### src/hdl/masked_byte_pattern_scanner_unit_defines.svh
// Assertion helpers used by the scanner top level.
`ifndef MASKED_BYTE_PATTERN_SCANNER_UNIT_DEFINES_SVH
`define MASKED_BYTE_PATTERN_SCANNER_UNIT_DEFINES_SVH

// Same-cycle implication, clocked on clk, off during reset.
`define MBPS_ASSERT_IMP(label, ante, cons, msg) \
	label: assert property (@(posedge clk) disable iff (!arst_n) (ante) |-> (cons)) \
		else $error(msg);

// Next-cycle implication, clocked on clk, off during reset.
`define MBPS_ASSERT_NXT(label, ante, cons, msg) \
	label: assert property (@(posedge clk) disable iff (!arst_n) (ante) |=> (cons)) \
		else $error(msg);

`endif

### src/hdl/mbps_pkg.sv
`timescale 1ns / 1ps

package mbps_pkg;

	localparam int PATTERN_MAX_DEF = 16;
	localparam int OFFSET_BITS_DEF = 32;

	localparam int ADDR_W = 6;
	localparam int DATA_W = 64;

	localparam logic [8:0]  LIMIT_CAP      = 9'd256;
	localparam logic [63:0] RST_PATTERN    = 64'd0;
	localparam logic [15:0] RST_CARE_MASK  = 16'hFFFF;
	localparam logic [4:0]  RST_PATTERN_LEN = 5'd1;
	localparam logic [8:0]  RST_MATCH_LIMIT = 9'd32;
	localparam logic [63:0] RST_REGION_BASE = 64'd0;

	typedef enum logic [2:0] {
		REG_PATTERN_LOW  = 3'd0,
		REG_PATTERN_HIGH = 3'd1,
		REG_CARE_MASK    = 3'd2,
		REG_PATTERN_LEN  = 3'd3,
		REG_MATCH_LIMIT  = 3'd4,
		REG_REGION_BASE  = 3'd5
	} reg_idx_t;

	typedef struct packed {
		logic [7:0] data_byte;
		logic       first_byte;
		logic       last_byte;
	} in_item_t;

	typedef struct packed {
		logic        matched;
		logic [63:0] match_address;
		logic        limit_reached;
		logic        region_done;
	} out_item_t;

	// Settings as the scan datapath sees them: length and limit already clamped.
	typedef struct packed {
		logic [127:0] pattern;
		logic [15:0]  care;
		logic [4:0]   len;
		logic [8:0]   limit;
		logic [63:0]  base;
	} cfg_t;

endpackage

### src/hdl/mbps_cfg.sv
`timescale 1ns / 1ps

module mbps_cfg #(
	parameter int PATTERN_MAX = mbps_pkg::PATTERN_MAX_DEF
) (
	input  logic                        clk,
	input  logic                        arst_n,
	input  logic                        psel,
	input  logic                        penable,
	input  logic                        pwrite,
	input  logic [mbps_pkg::ADDR_W-1:0] paddr,
	input  logic [mbps_pkg::DATA_W-1:0] pwdata,
	output logic [mbps_pkg::DATA_W-1:0] prdata,
	output logic                        pready,
	output mbps_pkg::cfg_t              cfg
);
	import mbps_pkg::*;

	logic [63:0] pattern_low_q;
	logic [63:0] pattern_high_q;
	logic [15:0] care_mask_q;
	logic [4:0]  pattern_len_q;
	logic [8:0]  match_limit_q;
	logic [63:0] region_base_q;

	reg_idx_t idx;
	logic     wr_en;

	assign idx    = reg_idx_t'(paddr[ADDR_W-1:3]);
	assign wr_en  = psel && penable && pwrite;
	assign pready = 1'b1;

	always_ff @(posedge clk or negedge arst_n) begin
		if (!arst_n) begin
			pattern_low_q  <= RST_PATTERN;
			pattern_high_q <= RST_PATTERN;
			care_mask_q    <= RST_CARE_MASK;
			pattern_len_q  <= RST_PATTERN_LEN;
			match_limit_q  <= RST_MATCH_LIMIT;
			region_base_q  <= RST_REGION_BASE;
		end else if (wr_en) begin
			unique case (idx)
				REG_PATTERN_LOW:  pattern_low_q  <= pwdata;
				REG_PATTERN_HIGH: pattern_high_q <= pwdata;
				REG_CARE_MASK:    care_mask_q    <= pwdata[15:0];
				REG_PATTERN_LEN:  pattern_len_q  <= pwdata[4:0];
				REG_MATCH_LIMIT:  match_limit_q  <= pwdata[8:0];
				REG_REGION_BASE:  region_base_q  <= pwdata;
				default: ;
			endcase
		end
	end

	always_comb begin
		unique case (idx)
			REG_PATTERN_LOW:  prdata = pattern_low_q;
			REG_PATTERN_HIGH: prdata = pattern_high_q;
			REG_CARE_MASK:    prdata = {48'd0, care_mask_q};
			REG_PATTERN_LEN:  prdata = {59'd0, pattern_len_q};
			REG_MATCH_LIMIT:  prdata = {55'd0, match_limit_q};
			REG_REGION_BASE:  prdata = region_base_q;
			default:          prdata = '0;
		endcase
	end

	// Clamp length to 1..PATTERN_MAX and limit to the cap.
	always_comb begin
		cfg.pattern = {pattern_high_q, pattern_low_q};
		cfg.care    = care_mask_q;
		cfg.base    = region_base_q;
		if (pattern_len_q == 5'd0) begin
			cfg.len = 5'd1;
		end else if (pattern_len_q > 5'(PATTERN_MAX)) begin
			cfg.len = 5'(PATTERN_MAX);
		end else begin
			cfg.len = pattern_len_q;
		end
		cfg.limit = (match_limit_q > LIMIT_CAP) ? LIMIT_CAP : match_limit_q;
	end

endmodule

### src/hdl/mbps_scan.sv
`timescale 1ns / 1ps

module mbps_scan #(
	parameter int PATTERN_MAX = mbps_pkg::PATTERN_MAX_DEF,
	parameter int OFFSET_BITS = mbps_pkg::OFFSET_BITS_DEF
) (
	input  logic                clk,
	input  logic                arst_n,
	input  mbps_pkg::cfg_t      cfg,
	input  mbps_pkg::in_item_t  item,
	input  logic                advance,
	output logic                emit,
	output mbps_pkg::out_item_t res
);
	import mbps_pkg::*;

	localparam int IDX_W = (PATTERN_MAX > 1) ? $clog2(PATTERN_MAX) : 1;

	logic [7:0]             win_q   [PATTERN_MAX];
	logic [7:0]             win_new [PATTERN_MAX];
	logic [OFFSET_BITS-1:0] seen_q;
	logic [OFFSET_BITS-1:0] seen_cur;
	logic [OFFSET_BITS-1:0] seen_new;
	logic [8:0]             count_q;
	logic [8:0]             count_cur;
	logic [8:0]             count_new;
	logic                   counted;
	logic                   pat_ok;
	logic                   hit;

	// Shift the new byte in; a region start drops the old window.
	always_comb begin
		win_new[0] = item.data_byte;
		for (int k = 1; k < PATTERN_MAX; k++) begin
			win_new[k] = item.first_byte ? 8'd0 : win_q[k-1];
		end
	end

	// Pattern byte j lines up with the byte that came len-1-j bytes ago.
	always_comb begin
		logic [IDX_W-1:0] idx;
		pat_ok = 1'b1;
		for (int j = 0; j < PATTERN_MAX; j++) begin
			idx = IDX_W'(int'(cfg.len) - 1 - j);
			if ((j < int'(cfg.len)) && cfg.care[j] &&
			    (win_new[idx] != cfg.pattern[8*j +: 8])) begin
				pat_ok = 1'b0;
			end
		end
	end

	always_comb begin
		seen_cur  = item.first_byte ? '0 : seen_q;
		count_cur = item.first_byte ? 9'd0 : count_q;
		counted   = (seen_cur != '1);
		seen_new  = counted ? seen_cur + OFFSET_BITS'(1) : seen_cur;
		hit       = counted && (seen_new >= OFFSET_BITS'(cfg.len)) &&
		            (count_cur < cfg.limit) && pat_ok;
		count_new = count_cur + {8'd0, hit};
	end

	assign emit              = hit || item.last_byte;
	assign res.matched       = hit;
	assign res.match_address = hit ? cfg.base + 64'(seen_new - OFFSET_BITS'(cfg.len)) : 64'd0;
	assign res.limit_reached = (count_new >= cfg.limit);
	assign res.region_done   = item.last_byte;

	always_ff @(posedge clk or negedge arst_n) begin
		if (!arst_n) begin
			for (int k = 0; k < PATTERN_MAX; k++) begin
				win_q[k] <= 8'd0;
			end
			seen_q  <= '0;
			count_q <= 9'd0;
		end else if (advance) begin
			win_q   <= win_new;
			seen_q  <= seen_new;
			count_q <= count_new;
		end
	end

endmodule

### src/hdl/masked_byte_pattern_scanner_unit.sv
`timescale 1ns / 1ps
// Masked byte pattern scanner.
// Bytes of a memory region enter on the item channel (valid/stall), one per
// transfer, with first_byte on the region's first byte and last_byte on its
// last. Each byte yields zero or one result on the result channel: one when
// the window of the last pattern_len bytes matches the pattern under the care
// mask (match_address = region_base + offset of the window start), and one on
// the last byte with region_done set. Matches stop at match_limit per region.
// Throughput: one byte per cycle while the receiver does not stall. The byte
// goes into an input register, the masked compare over the PATTERN_MAX-byte
// window and the address add run on it there, and the result lands in the
// output register. When the receiver stalls, the pending result holds and
// one more byte may still be taken into the input register; further bytes
// then stall. Reset clears the window, byte count and match count and
// returns the registers to their defaults; no clearing pass is needed.
// Registers are written over the APB-style port at 8*index; the user must
// write them only while the scanner is idle: the block does not enforce it.
module masked_byte_pattern_scanner_unit #(
	parameter int PATTERN_MAX = mbps_pkg::PATTERN_MAX_DEF,
	parameter int OFFSET_BITS = mbps_pkg::OFFSET_BITS_DEF
) (
	input  logic                        clk,
	input  logic                        arst_n,
	input  logic                        psel,
	input  logic                        penable,
	input  logic                        pwrite,
	input  logic [mbps_pkg::ADDR_W-1:0] paddr,
	input  logic [mbps_pkg::DATA_W-1:0] pwdata,
	output logic [mbps_pkg::DATA_W-1:0] prdata,
	output logic                        pready,
	input  logic                        item_valid,
	output logic                        item_stall,
	input  mbps_pkg::in_item_t          item,
	output logic                        result_valid,
	input  logic                        result_stall,
	output mbps_pkg::out_item_t         result
);
	import mbps_pkg::*;

	`include "masked_byte_pattern_scanner_unit_defines.svh"

	cfg_t      cfg;
	in_item_t  item_s1;
	logic      valid_s1;
	logic      proc;
	logic      emit;
	out_item_t res_comb;
	out_item_t result_q;
	logic      result_valid_q;

	mbps_cfg #(
		.PATTERN_MAX(PATTERN_MAX)
	) u_cfg (
		.clk    (clk),
		.arst_n (arst_n),
		.psel   (psel),
		.penable(penable),
		.pwrite (pwrite),
		.paddr  (paddr),
		.pwdata (pwdata),
		.prdata (prdata),
		.pready (pready),
		.cfg    (cfg)
	);

	mbps_scan #(
		.PATTERN_MAX(PATTERN_MAX),
		.OFFSET_BITS(OFFSET_BITS)
	) u_scan (
		.clk    (clk),
		.arst_n (arst_n),
		.cfg    (cfg),
		.item   (item_s1),
		.advance(proc),
		.emit   (emit),
		.res    (res_comb)
	);

	// Process the held byte when the output register is free or draining.
	assign proc       = valid_s1 && (!result_valid_q || !result_stall);
	assign item_stall = valid_s1 && !proc;

	always_ff @(posedge clk or negedge arst_n) begin
		if (!arst_n) begin
			valid_s1 <= 1'b0;
		end else if (item_valid && !item_stall) begin
			valid_s1 <= 1'b1;
		end else if (proc) begin
			valid_s1 <= 1'b0;
		end
	end

	always_ff @(posedge clk) begin
		if (item_valid && !item_stall) begin
			item_s1 <= item;
		end
	end

	always_ff @(posedge clk or negedge arst_n) begin
		if (!arst_n) begin
			result_valid_q <= 1'b0;
		end else if (proc && emit) begin
			result_valid_q <= 1'b1;
		end else if (!result_stall) begin
			result_valid_q <= 1'b0;
		end
	end

	always_ff @(posedge clk) begin
		if (proc && emit) begin
			result_q <= res_comb;
		end
	end

	assign result_valid = result_valid_q;
	assign result       = result_q;

	`MBPS_ASSERT_IMP(a_stall_needs_byte, item_stall, valid_s1, "stall with empty input stage")
	`MBPS_ASSERT_IMP(a_no_empty_result, result_valid, result.matched || result.region_done,
		"result with neither match nor region end")
	`MBPS_ASSERT_IMP(a_addr_zero, result_valid && !result.matched, result.match_address == 64'd0,
		"address set on a non-match result")
	`MBPS_ASSERT_NXT(a_byte_consumed, proc && !(item_valid && !item_stall), !valid_s1,
		"processed byte left in input stage")

endmodule

### config.mk
export PLATFORM = sky130hd
export DESIGN_NAME = masked_byte_pattern_scanner_unit
export DESIGN_NICKNAME = d
export VERILOG_FILES = /design/src/hdl/mbps_pkg.sv /design/src/hdl/mbps_cfg.sv /design/src/hdl/mbps_scan.sv /design/src/hdl/masked_byte_pattern_scanner_unit.sv
export VERILOG_INCLUDE_DIRS = /design/src /design/src/hdl
export SDC_FILE = /design/constraint.sdc
export NUM_CORES = 2
export LEC_CHECK = 0
export ABC_AREA = 1
export BUFFER_PORTS_ARGS = -buffer_cell sky130_fd_sc_hd__buf_2
export CAP_MARGIN = 10
export CORE_UTILIZATION = 60
export DETAILED_ROUTE_END_ITERATION = 6
export PLACE_DENSITY = 0.79
export SYNTH_ARGS = -nofsm -noshare
export SYNTH_HDL_FRONTEND = slang
export SYNTH_SLANG_ARGS = --single-unit
### constraint.sdc
create_clock -name clk -period 8.3 [get_ports clk]
set_clock_uncertainty 0.05 [all_clocks]
set_input_delay 0.83 -clock clk [delete_from_list [all_inputs] [get_ports clk]]
set_output_delay 0.83 -clock clk [all_outputs]
set_load 0.02 [all_outputs]
Word level (Yosys, flattened, before mapping)
Cells that the tools add are included.
{ "op_classes": {"add_sub_neg": 20, "n_lt_le_gt_ge": 37, "eq_ne": 23, "n_mux": 90, "bitwise": 16, "reduce_logical": 56} }
{ "ops": {"columns": ["cell", "n"], "rows": [
  ["$bmux 8 s4", 16],
  ["$pmux 64 s6", 1],
  ["$mux 8", 47],
  ["$ne 8x8->1", 16],
  ["$ge 5x5->1 const B", 16],
  ["$not 4->5", 16],
  ["$add 64x64->64", 1],
  ["$mux 32", 2],
  ["$logic_and 1x1->1", 41],
  ["$lt 4x5->1 const A", 8],
  ["$sub 32x5->33", 1],
  ["$add 32x1->32 const B", 1],
  ["$ge 32x5->1", 1],
  ["$ne 32x32->1 const B", 1],
  ["$sub 4x4->4 const B", 8],
  ["$lt 3x5->1 const A", 4],
  ["$mux 1", 20],
  ["$mux 9", 2],
  ["$sub 4x3->4 const B", 4],
  ["$reduce_and 2->1", 6],
  ["$lt 1x5->1 const A", 2],
  ["$lt 2x5->1 const A", 2],
  ["$mux 5", 2],
  ["$add 9x1->9", 1],
  ["15 further kinds", 23]
]} }
{ "totals": {"reg_bits": 462, "inputBits": 87, "elab_cells": 274} }

Logic depth before layout (Yosys ltp)
{ "logic_depth": {"depth_word": 30, "depth_mapped": 45, "mapped_depth_nobuf": 42} }

Cells and area by module
From an unflattened synthesis, not the netlist that was laid out.
{ "unflattened": {"cells_unflattened": 5697, "area_unflattened_um2": 36221.0} }
{ "modules_own_cells": {"columns": ["module", "instances", "cells_per_inst", "area_each_um2", "seq_area_each_um2"], "rows": [
  ["mbps_scan", 1, 4252, 23354.9, 4028.9],
  ["mbps_cfg", 1, 1353, 10452.5, 5577.8],
  ["masked_byte_pattern_scanner_unit", 1, 92, 2413.6, 2362.3]
]} }

Least setup slack after synthesis
Ideal clock, no wire load.
{ "synth_timing": {"path_type": "flip-flop to flip-flop", "from": "register item_s1[1] in the netlist's numbering", "to": "register result_q, in the netlist result[60] (data pin)", "setup_ns": 0.255, "arrival_time_ns": 6.888, "t_required_ns": 7.995, "slack_ns": 1.107, "stages_incl_launch_ff": 36, "n_path_buf": 7, "cell_sequence": "edfxtp_1 > buf_4 > buf_6 > clkbuf_1 > buf_1 > nor2_1 > ha_1 > inv_1 > nor2_1 > nand2_1 > nor2_2 > nand4_1 > buf_2 > buf_2 > buf_1 > nand2_1 > nand2_1 > fa_1 > nand3_1 > a21boi_0 > nor3_4 > nand2_1 > inv_1 > nand4_1 > nor2_1 > ha_1 > a21oi_1 > inv_1 > a31oi_1 > a21boi_0 > o21ai_0 > a221oi_1 > nand2_1 > a31oi_1 > or2_2 > a21oi_2"} }
{ "synth_rtl": {"columns": ["element", "line_no", "text"], "rows": [
  ["start: declaration", "masked_byte_pattern_scanner_unit.sv:43", "in_item_t item_s1;"],
  ["start signal: assignment", "masked_byte_pattern_scanner_unit.sv:95", "item_s1 <= item;"],
  ["$mux 32 *", "mbps_scan.sv:53", "seen_cur = item.first_byte ? '0 : seen_q;"],
  ["$add 32x1->32 or $ne 32x32->1 (tied branches)", "mbps_scan.sv:56, mbps_scan.sv:55", null],
  ["$mux 32 *", "mbps_scan.sv:56", "seen_new = counted ? seen_cur + OFFSET_BITS'(1) : seen_cur;"],
  ["net u_scan.seen_new[1]", "mbps_scan.sv:23", "logic [OFFSET_BITS-1:0] seen_new;"],
  ["parallel branches: the longest is 4 deep, another holds $add 64x64->64", null, null],
  ["end signal: assignment", "masked_byte_pattern_scanner_unit.sv:111", "result_q <= res_comb;"],
  ["end: declaration", "masked_byte_pattern_scanner_unit.sv:48", "out_item_t result_q;"]
]} }
Mark *: on every way through the listed nets, which the timed path passes. The select of a mux whose other input is x is not followed.
A chain may end at the register's enable or synchronous reset.

==> impl_results.rst <==
.. list-table::
   :header-rows: 1

   * - Metric
     - Value
   * - Result of the run
     - finished, violations left
   * - Violations in the final reports
     - design-rule violations
   * - Layout overhead on the synthesized area
     - 9.35%
   * - Unique masters post-synth
     - 59
   * - FFs w/ async S/R, synth
     - between 80% and 90%
   * - Most numerous cell types in the synthesized netlist
     - sky130_fd_sc_hd__nand2_1 (1578), sky130_fd_sc_hd__nand3_1 (863), sky130_fd_sc_hd__inv_1 (482)
   * - Critical Path Slowest Stage Cell
     - sky130_fd_sc_hd__ha_1
   * - GR Util All Layers
     - 45.9%
   * - Final Cycle Share
     - 91.3%
   * - Max Buffers Root-to-Sink
     - 3
   * - Library cell occupying the most area in the post-synthesis netlist
     - sky130_fd_sc_hd__dfrtp_1
   * - Xor/xnor cell area share of the yosys netlist
     - roughly 2.6%
   * - Estimated wirelength of the detail-placed design
     - 104000 microns
   * - Min-delay worst type
     - input port to async pin
   * - Count of synthesis-stage warnings from yosys
     - 0
   * - Data arrival time of the worst path
     - 7.87 ns
   * - Width of the die
     - ~240 microns
   * - Clk sink count
     - 462
   * - Overall die area
     - 0.0583 sq mm
   * - Number of nets in the final layout
     - 5370
   * - Most common cell in the synthesized netlist
     - sky130_fd_sc_hd__nand2_1
   * - Vias in the first global route
     - 32900
   * - Antenna violations before repair
     - 11
   * - Standard cell core area
     - 0.0565 sq mm
   * - Number of flops mapped to enable cells by yosys
     - 77
   * - Final core utilization
     - 66.6%
   * - Vias post-DR
     - about 37000
   * - Static power due to leakage
     - between 15 and 20 nW
   * - Fraction of final layout cells sized beyond drive strength 1
     - 9.84%
   * - First-iteration detailed-routing DRC count
     - 5366
   * - Max frequency
     - ~130 MHz
   * - I/O Buffers
     - 216
   * - Crit path top cell by count
     - sky130_fd_sc_hd__nand2_1
   * - Startpoint kind of the worst setup timing path
     - flop
   * - Via density
     - a little over 6
   * - Routed wire per std cell
     - 22.6 microns
   * - Max Transition Viols Final
     - 0
   * - Final instance count without filler cells
     - 5983
   * - Max VDD drop
     - 305 uV
   * - Multiplexer share of the synthesized area
     - 2.03%
   * - Deepest level of the CTS H-tree
     - 2
   * - Synthesized flop and latch total
     - 462
   * - Cell area after placement
     - about 0.036 sq mm
   * - Combinational family with the most area after synthesis
     - simple AND/OR/NAND/NOR gates
   * - Largest net degree at the start of global routing
     - ~150
   * - Placed Instances
     - 5890
   * - Post-Syn Instances
     - approximately 5100
   * - Net Count, Synth
     - 5293
   * - Simple-gate portion of the synthesized area
     - a little under two fifths
   * - Power density of the placed cells
     - 366 mW/mm^2
   * - CTS root buffer
     - sky130_fd_sc_hd__clkbuf_16
   * - Biggest fanout along the worst timing path
     - 40
   * - Unrepaired setup endpoints after global routing
     - false
   * - Count of nets left with antenna violations after detail routing
     - 0
   * - Row count
     - 87
   * - Sort of element at the end of the critical path
     - flop
   * - Measured slew at the worst slew-check pin
     - approximately 1.1 ns
   * - GRT overflow
     - 0
   * - Layout Cell Area excl Fill
     - around 0.038 sq mm
   * - Total detailed-routing wirelength
     - ~140000 microns
   * - Setup Crit Path Kind
     - flop to flop
   * - First-pass iteration count of the detailed router
     - 7
   * - Max incr delay on CP
     - around 0.54 ns
   * - Number of buffers created by CTS
     - 50
   * - Time the worst path needs with I/O delays and setup
     - 7.58 ns
   * - TritonCTS clock tree
     - built
   * - Number of cells upsized or downsized after cts
     - 0
   * - Most instantiated flip-flop cell in the synthesis netlist
     - sky130_fd_sc_hd__dfrtp_1
   * - Sequential cell area fraction in the yosys report
     - 34.8%
   * - Number of hold violations in the final report
     - 0
   * - Syn_area_per_cell
     - 6.73 sq um
   * - Initial cell density of the core
     - between 60 and 70%
   * - Number of buffers inserted for hold repair after clock tree synthesis
     - 0
   * - Y dimension of the die
     - 241 microns
   * - Synthesized area
     - 0.0344 sq mm
   * - Worst-skew pair later-pin latency
     - 0.63 ns
   * - Top cell type's share of synthesized area
     - 26.7%
   * - First-pass GRT wire length
     - 199000 microns
   * - Adder-Cell Fraction of Synth Area
     - 3.57%
   * - Cells taking the most area after synthesis
     - sky130_fd_sc_hd__dfrtp_1 (27%), sky130_fd_sc_hd__nand2_1 (17%), sky130_fd_sc_hd__nand3_1 (13%)
   * - Sum Neg Setup Slack
     - 0 ns
   * - Synth Area in Compound Gates
     - 11.6%
   * - Final estimated routing congestion in global placement
     - 1.11
   * - DRC
     - 1
   * - Final count of negative-setup-slack endpoints
     - 0
   * - Setup Buffers After CTS
     - 0
   * - Worst-case headroom to the max-slew limit
     - 22.9%
   * - Data required time at the worst endpoint
     - between 8 and 9 ns
   * - Maximum Capacitance Violations
     - 0
   * - Clock-pin slew on the worst setup and hold paths
     - 0.06 ns
   * - Final Total Pwr
     - roughly 14 mW
   * - Count of pins on the block boundary
     - around 220
-- cell type report --
class / count / area (sq um)
sequential: 462 / 12000
antenna: 2 / 5.00
fill: 5120 / 18900
clock buffer: 74 / 1540
inverter: 491 / 1840
clock inverter: 17 / 245
tap: 756 / 946
multi-input combinational: 3919 / 19600
timing repair buffer: 262 / 1490
-- where the power goes --
group / internal [mW] / switching (mW) / total (mW)
clock: 1.47 / 1.00 / 2.47
sequential: 2.83 / 0.378 / 3.21
combinational: 2.30 / 5.77 / 8.07
total: 6.60 / 7.15 / 13.8
-- path summary, 6_finish.rpt --
kind	start	end	slack [ns]	cells after the start
hold reg to reg	item_s1[0]$_DFFE_PP_	result[0]$_DFFE_PP_	0.43	0
hold / removal	arst_n	u_scan.win_q[88]$_DFFE_PN0P_	0.22	1
setup / recovery	u_cfg.pattern_len_q[4]$_DFFE_PN0P_	result[1]$_DFFE_PP_	0.72	34
setup reg to reg	u_cfg.pattern_len_q[4]$_DFFE_PN0P_	result[1]$_DFFE_PP_	0.72	34
max in group asynchronous	arst_n	u_cfg.region_base_q[53]$_DFFE_PN0P_	6.24	2
min in group clk	item[4]	item_s1[4]$_DFFE_PP_	0.35	1
-- cells in the final DEF, fill, tap and decap left out, types with 64 or more instances in the layout --
master / count
sky130_fd_sc_hd__inv_1: 480
sky130_fd_sc_hd__o21ai_0: 349
sky130_fd_sc_hd__nand3_1: 863
sky130_fd_sc_hd__edfxtp_1: 77
sky130_fd_sc_hd__nor2_1: 349
sky130_fd_sc_hd__ha_1: 94
sky130_fd_sc_hd__a21oi_1: 144
sky130_fd_sc_hd__dfrtp_1: 367
sky130_fd_sc_hd__nand2_1: 1573
sky130_fd_sc_hd__xor2_1: 64
sky130_fd_sc_hd__buf_2: 215
-- registers in the layout (all words and copies together), names as in the netlist --
signal and flops:
u_cfg.pattern_low_q 64, u_cfg.pattern_len_q 5, u_cfg.region_base_q 64, u_cfg.match_limit_q 9
item_s1 10, u_scan.win_q 120, result 67, u_cfg.pattern_high_q 64
u_scan.seen_q 32, u_scan.count_q 9, valid_s1 1, u_cfg.care_mask_q 16
result_valid 1
-- routing by layer --
layer	up-vias	wire [microns]	track usage (%)
met5	-	69	0
met4	12	11400	32.4
met3	460	15100	9.45
met2	2263	57200	68.4
met1	17000	51700	59.5
li1	17100	-	-
-- per-stage QoR --
| step | setup WS [ns] | hold slack, ns |
|---|---|---|
| 2_1_floorplan | 1.11 | 0.376 |
| 3_3_place_gp | 1.05 | 0.381 |
| 3_5_place_dp | 1.02 | 0.411 |
| 4_1_cts | 0.983 | 0.305 |
| 5_1_grt | 0.356 | 0.319 |
| 6_report | 0.725 | 0.224 |
-- critical path: cells and delay by family (launching register included) --
family / cells / cell delay, ns
AO/OA/AOI/OAI: 1 / 0.09
buffers and inverters: 8 / 1.73
AND/OR/NAND/NOR: 18 / 3.05
flip-flops: 1 / 0.48
XOR/XNOR: 2 / 0.40
adder cells (fa/ha/maj): 5 / 1.49
-- cells by family after synthesis --
family          after synthesis
buf+inv                     728
fa+ha+maj                    97
other cells                   1
flops                       462
xor+xnor                    102
compound gates              698
simple gates               2959
mux                          62
(Power assumes the default switching activity.)
